`src/sv/cle_pkg.sv`:
```
// ----------------------------------------------------------------------------
// cle_pkg: shared definitions for the console line editor
// Widths, character codes, result kinds and the command word that travels
// from the classifying front end to the executing back end.
// ----------------------------------------------------------------------------
`default_nettype none

package cle_pkg;

  localparam int LINE_LEN = 32;
  localparam int ADDR_W   = $clog2(LINE_LEN);
  localparam int CNT_W    = $clog2(LINE_LEN + 1);
  localparam int BYTE_W   = 8;
  localparam int KIND_W   = 2;

  localparam int CFG_IDX_W  = 1;
  localparam int CFG_DATA_W = 8;
  localparam logic [CFG_IDX_W-1:0] REG_ECHO_ENABLE = 1'b0;
  localparam logic [CFG_IDX_W-1:0] REG_OUT_LIMIT   = 1'b1;
  localparam logic [BYTE_W-1:0]    OUT_LIMIT_RESET = 8'd32;

  localparam int QDEPTH = 2;
  localparam int QPTR_W = $clog2(QDEPTH);

  localparam logic [KIND_W-1:0] KIND_ECHO = 2'd0;
  localparam logic [KIND_W-1:0] KIND_LINE = 2'd1;
  localparam logic [KIND_W-1:0] KIND_END  = 2'd2;

  localparam logic [BYTE_W-1:0] CH_BS    = 8'h08;
  localparam logic [BYTE_W-1:0] CH_LF    = 8'h0A;
  localparam logic [BYTE_W-1:0] CH_CR    = 8'h0D;
  localparam logic [BYTE_W-1:0] CH_SP    = 8'h20;
  localparam logic [BYTE_W-1:0] CH_TILDE = 8'h7E;
  localparam logic [BYTE_W-1:0] CH_DEL   = 8'h7F;
  localparam logic [BYTE_W-1:0] CH_NUL   = 8'h00;

  typedef enum logic [1:0] {
    CMD_PRINT,
    CMD_ERASE,
    CMD_ENDL
  } cmd_op_t;

  typedef struct packed {
    cmd_op_t           op;
    logic [BYTE_W-1:0] ch;
  } cmd_t;

endpackage

`default_nettype wire

```
`src/sv/cle_if.sv`:
```
// ----------------------------------------------------------------------------
// cle_if: word channels of the console line editor
// The received-character channel and the result channel, each with
// valid/ready handshake and a source and a sink view.
// ----------------------------------------------------------------------------
`default_nettype none

interface cle_rx_if;
  import cle_pkg::*;

  logic              valid;
  logic              ready;
  logic [BYTE_W-1:0] rx_byte;

  modport source (output valid, output rx_byte, input ready);
  modport sink (input valid, input rx_byte, output ready);
endinterface

interface cle_res_if;
  import cle_pkg::*;

  logic              valid;
  logic              ready;
  logic [KIND_W-1:0] out_kind;
  logic [BYTE_W-1:0] out_byte;
  logic              out_last;

  modport source (output valid, output out_kind, output out_byte, output out_last,
                  input ready);
  modport sink (input valid, input out_kind, input out_byte, input out_last,
                output ready);
endinterface

`default_nettype wire

```
`src/sv/console_line_editor_unit.sv`:
```
// ----------------------------------------------------------------------------
// console_line_editor_unit: terminal line editor with echo
// Collects received characters into a line, handles erase and line end,
// echoes as configured and hands the completed line out word by word.
// ----------------------------------------------------------------------------
//
//   Channel  Direction  Handshake      Payload
//   rx       in         valid/ready    rx_byte
//   res      out        valid/ready    out_kind, out_byte, out_last
//   cfg      in         cfg_we         cfg_index, cfg_data
//
// The classifier takes a received word in any cycle in which the two-entry
// command queue has room; ignored bytes are taken and dropped there.
// The executor takes a command from the queue only while it is idle and then
// produces any echo words for it; for a line end it then reads each line byte
// through the line store read port before loading it into the output register,
// and closes the line with the end marker.
// Reset is synchronous and clears the queue, the fill count, the output
// register and sets the configuration to its reset values; the line store itself is never cleared.
// A stalled result channel holds the output register and, behind it, the
// executor; the queue lets the input side run on until it fills.
// ----------------------------------------------------------------------------
`default_nettype none

module console_line_editor_unit (
  input  logic                              clk,
  input  logic                              rst,
  cle_rx_if.sink                            rx,
  cle_res_if.source                         res,
  input  logic                              cfg_we,
  input  logic [cle_pkg::CFG_IDX_W-1:0]     cfg_index,
  input  logic [cle_pkg::CFG_DATA_W-1:0]    cfg_data
);
  import cle_pkg::*;

  // Configuration registers; the user must write them only while the editor is idle, the block does not enforce it.
  logic              echo_enable;
  logic [BYTE_W-1:0] out_limit;

  // Command path between the classifier and the executor.
  logic push_valid;
  logic push_ready;
  cmd_t push_cmd;
  logic pop_valid;
  logic pop_ready;
  cmd_t pop_cmd;

  always_ff @(posedge clk) begin
    if (rst) begin
      echo_enable <= 1'b1;
      out_limit   <= OUT_LIMIT_RESET;
    end else if (cfg_we) begin
      unique case (cfg_index)
        REG_ECHO_ENABLE: echo_enable <= cfg_data[0];
        REG_OUT_LIMIT:   out_limit   <= cfg_data[BYTE_W-1:0];
        default:         echo_enable <= echo_enable;
      endcase
    end
  end

  // Front end: sorts each received word into a command.
  cle_front u_front (
    .rx         (rx),
    .push_valid (push_valid),
    .push_ready (push_ready),
    .push_cmd   (push_cmd)
  );

  // Short queue so that input and output can stall independently.
  cle_queue u_queue (
    .clk        (clk),
    .rst        (rst),
    .push_valid (push_valid),
    .push_ready (push_ready),
    .push_cmd   (push_cmd),
    .pop_valid  (pop_valid),
    .pop_ready  (pop_ready),
    .pop_cmd    (pop_cmd)
  );

  // Back end: line store, fill count and result sequencing.
  cle_back u_back (
    .clk         (clk),
    .rst         (rst),
    .echo_enable (echo_enable),
    .out_limit   (out_limit),
    .pop_valid   (pop_valid),
    .pop_ready   (pop_ready),
    .pop_cmd     (pop_cmd),
    .res         (res)
  );

endmodule

`default_nettype wire

```
`src/sv/cle_front.sv`:
```
// ----------------------------------------------------------------------------
// cle_front: character classifier
// Takes received words, sorts them into printable, erase and line-end
// commands and pushes those into the command queue; other bytes are dropped.
// ----------------------------------------------------------------------------
`default_nettype none

module cle_front (
  cle_rx_if.sink             rx,
  output logic               push_valid,
  input  logic               push_ready,
  output cle_pkg::cmd_t      push_cmd
);
  import cle_pkg::*;

  logic is_endl;
  logic is_erase;
  logic is_print;

  assign is_endl  = (rx.rx_byte == CH_CR) || (rx.rx_byte == CH_LF);
  assign is_erase = (rx.rx_byte == CH_BS) || (rx.rx_byte == CH_DEL);
  assign is_print = (rx.rx_byte >= CH_SP) && (rx.rx_byte <= CH_TILDE);

  // A word is taken whenever the queue has room; ignored bytes simply vanish.
  assign rx.ready   = push_ready;
  assign push_valid = rx.valid && (is_endl || is_erase || is_print);

  always_comb begin
    push_cmd.ch = rx.rx_byte;
    priority if (is_endl) begin
      push_cmd.op = CMD_ENDL;
    end else if (is_erase) begin
      push_cmd.op = CMD_ERASE;
    end else begin
      push_cmd.op = CMD_PRINT;
    end
  end

endmodule

`default_nettype wire

```
`src/sv/cle_queue.sv`:
```
// ----------------------------------------------------------------------------
// cle_queue: command queue
// A short first-in first-out buffer between the classifier and the executor.
// ----------------------------------------------------------------------------
`default_nettype none

module cle_queue (
  input  logic          clk,
  input  logic          rst,
  input  logic          push_valid,
  output logic          push_ready,
  input  cle_pkg::cmd_t push_cmd,
  output logic          pop_valid,
  input  logic          pop_ready,
  output cle_pkg::cmd_t pop_cmd
);
  import cle_pkg::*;

  cmd_t              slots [QDEPTH];
  logic [QPTR_W-1:0] wr_ptr;
  logic [QPTR_W-1:0] rd_ptr;
  logic [QPTR_W:0]   level;
  logic              do_push;
  logic              do_pop;

  assign push_ready = (level != (QPTR_W + 1)'(QDEPTH));
  assign pop_valid  = (level != '0);
  assign pop_cmd    = slots[rd_ptr];
  assign do_push    = push_valid && push_ready;
  assign do_pop     = pop_valid && pop_ready;

  always_ff @(posedge clk) begin
    if (do_push) begin
      slots[wr_ptr] <= push_cmd;
    end
  end

  always_ff @(posedge clk) begin
    if (rst) begin
      wr_ptr <= '0;
      rd_ptr <= '0;
      level  <= '0;
    end else begin
      if (do_push) begin
        wr_ptr <= wr_ptr + QPTR_W'(1);
      end
      if (do_pop) begin
        rd_ptr <= rd_ptr + QPTR_W'(1);
      end
      unique case ({do_push, do_pop})
        2'b10:   level <= level + (QPTR_W + 1)'(1);
        2'b01:   level <= level - (QPTR_W + 1)'(1);
        default: level <= level;
      endcase
    end
  end

endmodule

`default_nettype wire

```
`src/sv/cle_back.sv`:
```
// ----------------------------------------------------------------------------
// cle_back: command executor
// Owns the line store and fill count, carries out queued commands and
// produces echo, line and end-marker words through an output register.
// ----------------------------------------------------------------------------
`default_nettype none

module cle_back (
  input  logic                          clk,
  input  logic                          rst,
  input  logic                          echo_enable,
  input  logic [cle_pkg::BYTE_W-1:0]    out_limit,
  input  logic                          pop_valid,
  output logic                          pop_ready,
  input  cle_pkg::cmd_t                 pop_cmd,
  cle_res_if.source                     res
);
  import cle_pkg::*;

  typedef enum logic [2:0] {
    S_IDLE,
    S_ECHO,
    S_LINE_RD,
    S_LINE_WR,
    S_END
  } state_t;

  state_t            state;
  logic [CNT_W-1:0]  fill;
  logic [CNT_W-1:0]  idx;
  logic [CNT_W-1:0]  line_cnt;
  cmd_op_t           seq_op;
  logic [BYTE_W-1:0] seq_ch;
  logic [1:0]        pos;

  logic              out_valid;
  logic [KIND_W-1:0] out_kind;
  logic [BYTE_W-1:0] out_byte;
  logic              out_last;

  logic [BYTE_W-1:0] store [LINE_LEN];
  logic [BYTE_W-1:0] rd_data;

  logic              slot_free;
  logic              load;
  logic              take;
  logic              has_room;
  logic              store_we;
  logic [BYTE_W-1:0] limit;
  logic [BYTE_W-1:0] fill_ext;
  logic [BYTE_W-1:0] cnt_ext;
  logic [BYTE_W-1:0] echo_ch;
  logic              seq_done;

  assign res.valid    = out_valid;
  assign res.out_kind = out_kind;
  assign res.out_byte = out_byte;
  assign res.out_last = out_last;

  assign slot_free = !out_valid || res.ready;
  assign load      = slot_free &&
                     ((state == S_ECHO) || (state == S_LINE_WR) || (state == S_END));
  assign pop_ready = (state == S_IDLE);
  assign take      = pop_valid && pop_ready;
  assign has_room  = (fill < CNT_W'(LINE_LEN - 1));
  assign store_we  = take && (pop_cmd.op == CMD_PRINT) && has_room;

  // Line bytes emitted: fill count clipped to out_limit - 1 (zero limit acts as one).
  assign limit    = (out_limit == '0) ? '0 : out_limit - BYTE_W'(1);
  assign fill_ext = BYTE_W'(fill);
  assign cnt_ext  = (fill_ext < limit) ? fill_ext : limit;

  always_comb begin
    unique case (seq_op)
      CMD_PRINT: begin
        echo_ch  = seq_ch;
        seq_done = 1'b1;
      end
      CMD_ERASE: begin
        echo_ch  = (pos == 2'd1) ? CH_SP : CH_BS;
        seq_done = (pos == 2'd2);
      end
      CMD_ENDL: begin
        echo_ch  = (pos == 2'd0) ? CH_CR : CH_LF;
        seq_done = (pos == 2'd1);
      end
      default: begin
        echo_ch  = seq_ch;
        seq_done = 1'b1;
      end
    endcase
  end

  always_ff @(posedge clk) begin
    if (store_we) begin
      store[fill[ADDR_W-1:0]] <= pop_cmd.ch;
    end
    rd_data <= store[idx[ADDR_W-1:0]];
  end

  always_ff @(posedge clk) begin
    if (rst) begin
      state     <= S_IDLE;
      fill      <= '0;
      out_valid <= 1'b0;
    end else begin
      if (load) begin
        out_valid <= 1'b1;
      end else if (res.ready) begin
        out_valid <= 1'b0;
      end
      unique case (state)
        S_IDLE: begin
          if (take) begin
            seq_op <= pop_cmd.op;
            seq_ch <= pop_cmd.ch;
            pos    <= 2'd0;
            unique case (pop_cmd.op)
              CMD_PRINT: begin
                if (has_room) begin
                  fill <= fill + CNT_W'(1);
                  if (echo_enable) begin
                    state <= S_ECHO;
                  end
                end
              end
              CMD_ERASE: begin
                if (fill != '0) begin
                  fill <= fill - CNT_W'(1);
                  if (echo_enable) begin
                    state <= S_ECHO;
                  end
                end
              end
              CMD_ENDL: begin
                fill     <= '0;
                idx      <= '0;
                line_cnt <= cnt_ext[CNT_W-1:0];
                priority if (echo_enable) begin
                  state <= S_ECHO;
                end else if (cnt_ext != '0) begin
                  state <= S_LINE_RD;
                end else begin
                  state <= S_END;
                end
              end
              default: state <= S_IDLE;
            endcase
          end
        end
        S_ECHO: begin
          if (slot_free) begin
            out_kind  <= KIND_ECHO;
            out_byte  <= echo_ch;
            out_last  <= seq_done && (seq_op != CMD_ENDL);
            pos       <= pos + 2'd1;
            if (seq_done) begin
              priority if (seq_op != CMD_ENDL) begin
                state <= S_IDLE;
              end else if (line_cnt != '0) begin
                state <= S_LINE_RD;
              end else begin
                state <= S_END;
              end
            end
          end
        end
        S_LINE_RD: begin
          state <= S_LINE_WR;
        end
        S_LINE_WR: begin
          if (slot_free) begin
            out_kind  <= KIND_LINE;
            out_byte  <= rd_data;
            out_last  <= 1'b0;
            idx       <= idx + CNT_W'(1);
            state     <= ((idx + CNT_W'(1)) == line_cnt) ? S_END : S_LINE_RD;
          end
        end
        S_END: begin
          if (slot_free) begin
            out_kind  <= KIND_END;
            out_byte  <= CH_NUL;
            out_last  <= 1'b1;
            state     <= S_IDLE;
          end
        end
        default: state <= S_IDLE;
      endcase
    end
  end

endmodule

`default_nettype wire

```
`src/flat_wrapper.sv`:
```
// flat-port wrapper written by rule: the top's interface ports become plain ports
module console_line_editor_unit_flat import cle_pkg::*;
  (clk, rst, cfg_we, cfg_index, cfg_data, rx_valid, rx_rx_byte, rx_ready, res_valid, res_out_kind, res_out_byte, res_out_last, res_ready);
  cle_rx_if rx_i ();
  cle_res_if res_i ();
  input  logic clk;
  input  logic rst;
  input  logic cfg_we;
  input  logic [cle_pkg::CFG_IDX_W-1:0] cfg_index;
  input  logic [cle_pkg::CFG_DATA_W-1:0] cfg_data;
  input wire logic [$bits(rx_i.valid)-1:0] rx_valid;
  input wire logic [$bits(rx_i.rx_byte)-1:0] rx_rx_byte;
  output wire logic [$bits(rx_i.ready)-1:0] rx_ready;
  output wire logic [$bits(res_i.valid)-1:0] res_valid;
  output wire logic [$bits(res_i.out_kind)-1:0] res_out_kind;
  output wire logic [$bits(res_i.out_byte)-1:0] res_out_byte;
  output wire logic [$bits(res_i.out_last)-1:0] res_out_last;
  input wire logic [$bits(res_i.ready)-1:0] res_ready;
  assign rx_i.valid = rx_valid;
  assign rx_i.rx_byte = rx_rx_byte;
  assign rx_ready = rx_i.ready;
  assign res_valid = res_i.valid;
  assign res_out_kind = res_i.out_kind;
  assign res_out_byte = res_i.out_byte;
  assign res_out_last = res_i.out_last;
  assign res_i.ready = res_ready;
  console_line_editor_unit u_core (.clk(clk), .rst(rst), .rx(rx_i), .res(res_i), .cfg_we(cfg_we), .cfg_index(cfg_index), .cfg_data(cfg_data));
endmodule
```
`config.mk`:
```
export PLATFORM = sky130hd
export DESIGN_NAME = console_line_editor_unit_flat
export DESIGN_NICKNAME = d
export VERILOG_FILES = /design/src/sv/cle_pkg.sv /design/src/sv/cle_if.sv /design/src/sv/console_line_editor_unit.sv /design/src/sv/cle_front.sv /design/src/sv/cle_queue.sv /design/src/sv/cle_back.sv /design/src/flat_wrapper.sv
export SDC_FILE = /design/constraint.sdc
export NUM_CORES = 1
export LEC_CHECK = 0
export ABC_AREA = 1
export BUFFER_PORTS_ARGS = -buffer_cell sky130_fd_sc_hd__buf_2
export CORE_MARGIN = 4
export CORE_UTILIZATION = 48
export DETAILED_ROUTE_END_ITERATION = 7
export GPL_TIMING_DRIVEN = 0
export SLEW_MARGIN = 20
export SYNTH_ARGS = -nofsm -noshare
export SYNTH_HDL_FRONTEND = slang
export SYNTH_SLANG_ARGS = --single-unit
export TNS_END_PERCENT = 10
```
`constraint.sdc`:
```
create_clock -name clk -period 3.5 [get_ports clk]
set_clock_uncertainty 0.1 [all_clocks]
set_input_delay 0.7 -clock clk [delete_from_list [all_inputs] [get_ports clk]]
set_output_delay 0.7 -clock clk [all_outputs]
set_load 0.02 [all_outputs]
```
# == Word level (Yosys, flattened, before mapping) ==
# Memory sizes are Yosys's and may differ from the RTL's. A register that Yosys moved wholly into a read port is not among the register bits.
# Cells that the tools add are included.
# op_classes
magnitude_cmp,4
reduce_logical,39
n_addsub,9
n_eq_ne,29
muxes,54
n_bitwise,2
# ops
operator,count
two-way mux 3 bit,14
two-way mux 8 bit,5
two-way mux 6 bit,6
"equality test 8 x 4 -> 1 bit, second input constant",3
case mux 8 bit (3 select lines),1
"inequality test 2 bit, second input constant",10
case mux 6 bit (3 select lines),1
case mux 8 bit (2 select lines),1
case mux 3 bit (5 select lines),1
AND reduction 5 bit,3
"adder 6 x 1 -> 6 bit, second input constant",2
two-way mux 1 bit,12
two-way mux 2 bit,6
case mux 6 bit (2 select lines),1
nonzero test 6 bit,2
nonzero test 2 bit,5
case mux 3 bit (3 select lines),1
"equality test 2 x 1 -> 1 bit, second input constant",4
"equality test 2 bit, second input constant",4
"equality test 8 x 7 -> 1 bit, second input constant",1
"greater-or-equal comparator 8 x 6 -> 1 bit, second input constant",1
"<= comparator 8 x 7 -> 1 bit, second input constant",1
logical AND 1 bit,8
zero test 8 bit,1
27 further kinds,43
# word_totals
in_bits,22
word_cells,155
ramBits,276
memories,2
output_inout_bits,13
regBits,58
# memory_table
name,depth,width,read_ports,rd_clocked_by_memory_dff,wr,line,source
u_core.u_back.store,32,8,1,1,1,cle_back.sv:41,logic [BYTE_W-1:0] store [LINE_LEN];
u_core.u_queue.slots,2,10,1,1,1,cle_queue.sv:19,cmd_t slots [QDEPTH];

# == Depth between registers and ports, before layout ==
# logic_depth
ltp_word,10
mapped_depth,23

# == By module ==
# From an unflattened synthesis, not the netlist that was laid out.
# unflattened
cells_unflattened,1306
hier_area_um2,14674.1
# modules_own_cells
mod,instances,area_each_um2,cells_per_inst
cle_back,1,13107.6,1145
cle_queue,1,1002.2,69
console_line_editor_unit,1,372.9,55
cle_front,1,191.4,37

# == Worst setup path after synthesis ==
# Ideal clock, no wire load.
# synth_path
kind,register -> register
startpoint,register u_core.out_limit[0]
endpoint,register u_core.u_back.state[1]
period_less_slack_ps,2575
path_slack_ps,925
path_buffers,0
arrival_time_ps,2343
t_required_ps,3268
path_stages_with_launch,22
setup_time_ps,132
cell_sequence,dfxtp_1 > inv_2 > ha_1 > inv_1 > nor2_4 > nand2_4 > inv_1 > nor3_1 > inv_1 > ha_1 > a21oi_1 > nand2_1 > nand2_2 > nand2_2 > nand2_1 > nand2_2 > nor2_2 > nand3_1 > nand2_1 > nand2_1 > nand2_1 > a21oi_2
# synth_via
elab_chain_len,10
# synth_rtl
element,line,source
from (decl),console_line_editor_unit.sv:38,logic [BYTE_W-1:0] out_limit;
from (signal assigned),console_line_editor_unit.sv:55,REG_OUT_LIMIT: out_limit <= cfg_data[BYTE_W-1:0];
subtractor 8 x 1 -> 8 bit / zero test 8 bit (equally long branches),cle_back.sv:69,assign limit = (out_limit == '0) ? '0 : out_limit - BYTE_W'(1);
two-way mux 8 bit (*),cle_back.sv:69,
less-than comparator 6 x 8 -> 1 bit,cle_back.sv:71,assign cnt_ext = (fill_ext < limit) ? fill_ext : limit;
two-way mux 8 bit (*),cle_back.sv:71,
named net u_core.u_back.cnt_ext[0],cle_back.sv:51,logic [BYTE_W-1:0] cnt_ext;
nonzero test 8 bit (*),cle_back.sv:141,end else if (cnt_ext != '0) begin
two-way mux 3 bit (*),cle_back.sv:141,
two-way mux 3 bit (*),cle_back.sv:139,priority if (echo_enable) begin
case mux 3 bit (3 select lines) (*),cle_back.sv:118,unique case (pop_cmd.op)
two-way mux 3 bit (*),cle_back.sv:114,if (take) begin
case mux 3 bit (5 select lines) (*),cle_back.sv:112,unique case (state)
to (signal assigned),cle_back.sv:177,state <= ((idx + CNT_W'(1)) == line_cnt) ? S_END : S_LINE_RD;
to (decl),cle_back.sv:28,state_t state;
# Mark *: on every way through the listed nets, which the timed path passes. The rest lies on a longest branch. The select of a mux whose other input is x is not followed.
# A chain may end at the register's enable or synchronous reset.

# == Worst setup path after layout ==
# layout_path
startpoint,register u_core.u_back.fill[0]
endpoint,memory u_core.u_back.store[10][1] (enable)
# layout_via
elab_chain_len,4
# layout_rtl
element,line,source
from (decl),cle_back.sv:29,logic [CNT_W-1:0] fill;
from (signal assigned),cle_back.sv:121,fill <= fill + CNT_W'(1);
from (signal assigned),cle_back.sv:129,fill <= fill - CNT_W'(1);
less-than comparator 6 x 5 -> 1 bit,cle_back.sv:65,assign has_room = (fill < CNT_W'(LINE_LEN - 1));
logical AND 1 bit,cle_back.sv:66,assign store_we = take && (pop_cmd.op == CMD_PRINT) && has_room;
two-way mux 1 bit,cle_back.sv:95,if (store_we) begin
two-way mux 1 bit (not written as such),cle_back.sv:96,store[fill[ADDR_W-1:0]] <= pop_cmd.ch;
to (decl),cle_back.sv:41,
# Parallel ways exist; a longest one is shown, timed or not.

==> implementation parameters <==
Parameter                              Value

Status
  Result of the run    finished clean

Hold path
  Hold Crit Start    rx_rx_byte[3]
  Class of the tightest hold or removal check    in -> reg
  Hold-critical path depth    1
  End point of the most critical hold path    u_core.u_queue.slots[0][3]

Synthesis
  Synth cell types    45
  Synth top area cells    edfxtp_1 (64%), o21ai_0 (6.3%), nor2_1 (6.2%), dfxtp_1 (4.4%), o22ai_1 (3.4%)
  Yosys synthesis warning count    0
  Part of the Yosys area used for sequential elements    between 60% and 70%
  Portion of synthesized cell area occupied by the leading cell type    between 60% and 70%
  Post-synth EDFFs    ~310
  Primary flip-flop cell chosen by synthesis mapping    edfxtp_1
  Fraction of registers with async set/reset    0%
  Cell type with the highest aggregate area in the netlist    edfxtp_1
  Mean cell area of the mapped netlist    roughly 11 µm²
  Flops & latches, synth    roughly 340
  Cell count after synthesis    1262
  Post-synth design cell area    14480 µm²

Floorplanning
  Top-level I/O count    35
  Area of the core    between 20000 and 30000 µm²
  Initial Utilization    approximately 49%
  Die area    between 30000 and 40000 µm²
  Row count    63
  Die width    between 150 and 200 µm
  Die Height    about 180 µm

Finish
  Area Growth Syn to Fin    12.61%
  Share of cells above drive strength 1    a little over a tenth
  Filler cell count    2578
  Final net count    roughly 1400
  Count of inserted antenna diode cells    0
  Combined area of the multi-input logic cells    approximately 4000 µm²
  Combined flip-flop and latch cell area    between 9000 and 10000 µm²

Timing
  Shortest clock period the worst path allows after layout    between 3000 and 4000 ps
  Final hold violations    0
  Measured slew at the worst slew-check pin    slightly above 900 ps
  Part of the cycle the worst path needs    ~89%
  Slew margin rel.    37.56%
  # setup viols final    0
  RSZ-0062 raised after global routing    false
  Slew Viols, Final    0
  Worst slack on hold paths    307.5 ps
  Post-route setup TNS    0 ps
  Max Clk Rate    322.2 MHz

Critical path
  Worst Path Arrival    3140 ps
  Minimum setup slack among reg-to-reg paths    between 300 and 400 ps
  RR Startpoint    u_core.u_back.fill[0]
  Endpoint kind of the worst setup timing path    flop
  R2R depth    9
  Worst Setup Path Type    reg -> reg
  Data required time of the worst path    around 3500 ps
  Largest fanout on the critical path    8
  R2R Path End    u_core.u_back.store[10][1]
  Element type at the critical path start    flop

Drt
  Detailed-route via count    between 10000 and 15000
  Detail-routed net length per standard cell    21.50 µm
  Number of vias per cell    around 5.7
  Residual antenna-violating net count after detailed routing    0
  DR iter-0 viols    ~1200
  Count of unresolved DRC violations after routing    0
  Iteration count of the initial detailed-routing pass    7
  Overall routed net length    roughly 38 mm

Power and ir drop
  Combinational share of power    roughly 18%
  Sequential fraction of design power    a little under half
  Total power per unit cell area    649.8 nW/µm²
  Net switching power of the design    between 3 and 4 mW
  Fraction of power spent switching nets    between 20% and 30%
  Clock power share    between 30% and 40%
  Internal    between 7 and 8 mW
  Post-layout power    around 11 mW
  Worst VDD drop    430.9 µV
  Leakage power total    about 5.7 nW

CTS
  Number of hold-repair buffers added at the cts stage    0
  H-tree level count    2
  Library cell used as clock root buffer    clkbuf_16
  Maximum buffer depth of the clock tree    3
  Clock tree from TritonCTS    done
  Clock latency on the worst-skew pair    520 ps
  CTS buffer count    36
  CTS Sinks    between 300 and 400
  Clock-pin slew of the registers on the worst-case setup and hold paths    60 ps
  PostCTS Resize Cnt    0
  Number of post-CTS setup repair buffers    0

Place
  Global placer's final weighted congestion    between 0.9 and 1
  Half-perimeter wire length of the detailed placement result    25.39 mm
  Port Buf Inserts    34

Run
  Max Cap Viol    0

Global routing
  Wire length of the first global-routing pass    between 50 and 60 mm
  Via count of the first global-routing pass    just under 10000
  Aggregate global routing overflow    0
  Number of antenna violations at the first check in global routing    1
  Combined global-route utilization of all metal layers    22.83%
  Largest net degree at the start of global routing    34
## worst max-delay path, cell delays in order, from the launching register on
cell	delay (ps)
dfxtp_1	420
nand2_1	450
inv_1	90
a21oi_1	200
inv_1	70
nor3_2	200
inv_2	80
nor2_2	130
nand3_1	220
nor2_1	760
## metrics by stage
step	setup WS, ps	instances	area (µm²)	utilization, %
after global placement	461.8	1693	15170	51.03
after global routing	151.9	1755	16310	54.87
after detailed placement	385.2	1693	15170	51.03
final	396.0	1755	16310	54.87
after floorplan	925.3	1269	14510	-
after CTS	371.6	1755	16310	54.87
## logic make-up (layout without fill, tap and decap cells)
kind of cell / count (synthesis) / count (layout) / synth area share [%]
multiplexers: 8 / 8 / 0.6221
other: 1 / 8 / 0.02590
XOR/XNOR: 11 / 11 / 0.6653
flip-flops: 343 / 343 / 68.91
AND/OR/NAND/NOR: 424 / 424 / 12.16
AO/OA/AOI/OAI: 320 / 320 / 12.29
adder cells (fa/ha/maj): 18 / 18 / 1.607
buffers and inverters: 137 / 233 / 3.715
## state kept, by name, indices dropped and copies added, names as in the netlist, named ones only
register / flops
u_core.u_back.store: 256
u_core.u_back.res.out_kind: 2
u_core.u_back.res.out_byte: 8
u_core.u_back.line_cnt: 6
u_core.u_back.state: 3
u_core.u_back.res.valid: 1
u_core.u_back.res.out_last: 1
u_core.echo_enable: 1
u_core.u_queue.wr_ptr: 1
u_core.u_back.pos: 2
u_core.out_limit: 8
u_core.u_queue.rd_ptr: 1
u_core.u_back.seq_ch: 8
u_core.u_back.fill: 6
u_core.u_back.seq_op: 2
u_core.u_queue.slots: 20
u_core.u_back.rd_data: 8
u_core.u_back.idx: 6
u_core.u_queue.level: 2
## cell usage after synthesis, drive strengths merged, types with 3 or more instances
cell type	instances
nor3	10
o211ai	3
nor2	247
xnor2	5
inv	74
o21ai	185
xor2	6
o22ai	79
clkbuf	47
a32o	3
nand4	4
nand3	39
buf	14
dfxtp	32
a21oi	38
edfxtp	311
o31ai	3
ha	17
a211oi	3
mux2	8
nand2	120
## metal layers
layer | share of wire [%] | wire length (µm) | global-route usage [%] | up-vias
li1 | - | - | - | 4683
met1 | 44 | 16730 | 33.59 | 4896
met2 | 46 | 17270 | 35.75 | 371
met3 | 7.2 | 2720 | 3.866 | 65
met4 | 2.6 | 991 | 5.764 | 2
met5 | 0.034 | 13 | 0 | -
## cell usage in the layout (no fill, tap or decap), types with 4 or more instances in the layout
master,netlist,layout
edfxtp_1,311,311
nor2_1,238,238
o21ai_0,181,181
nand2_1,112,112
o22ai_1,79,79
inv_1,66,66
clkbuf_1,47,49
buf_2,7,41
clkbuf_16,0,37
nand3_1,35,35
a21oi_1,35,35
dfxtp_1,32,32
ha_1,17,17
nor3_1,9,9
clkinv_2,0,9
inv_2,8,8
mux2_2,8,8
conb_1,1,8
clkinv_1,2,7
nor2_2,7,7
nand2_2,6,6
xor2_1,6,6
xnor2_1,5,5
nand4_1,4,4
buf_1,4,4
nand3_2,4,4
## area by class of cell
cell class / instances / area share [%]
flip-flops and latches: 343 / 61.20
multi-input cells: 789 / 24.47
clock buffers: 40 / 5.808
well taps: 390 / 2.992
inverters: 76 / 1.749
plain buffers: 61 / 1.550
clock inverters: 22 / 1.189
repair buffers: 34 / 1.044
## power groups by stage
stage,Clock (mW),Combinational [mW],Sequential (mW)
5_1_grt,3.94,2.08,5.04
3_3_place_gp,0,1.83,5.10
2_1_floorplan,0,1.21,5.08
4_1_cts,3.76,1.86,5.02
3_5_place_dp,0,1.85,5.10
6_report,3.71,1.87,5.02
## worst max path at each step
| stage | start | endpoint | slack [ps] | cells past startpoint |
|---|---|---|---|---|
| final | u_core.u_back.fill[0] | u_core.u_back.store[10][1] | 400 | 9 |
| after CTS | u_core.u_back.fill[0] | u_core.u_back.store[10][1] | 370 | 9 |
| after detailed placement | u_core.u_back.fill[0] | u_core.u_back.store[10][5] | 390 | 9 |
| after floorplan | u_core.out_limit[0] | u_core.u_back.state[1] | 930 | 21 |
| after global routing | u_core.out_limit[0] | u_core.u_back.state[1] | 150 | 23 |
| after global placement | u_core.u_back.fill[0] | u_core.u_back.store[19][7] | 460 | 9 |
Note: power is estimated with default switching activity, not from simulation.
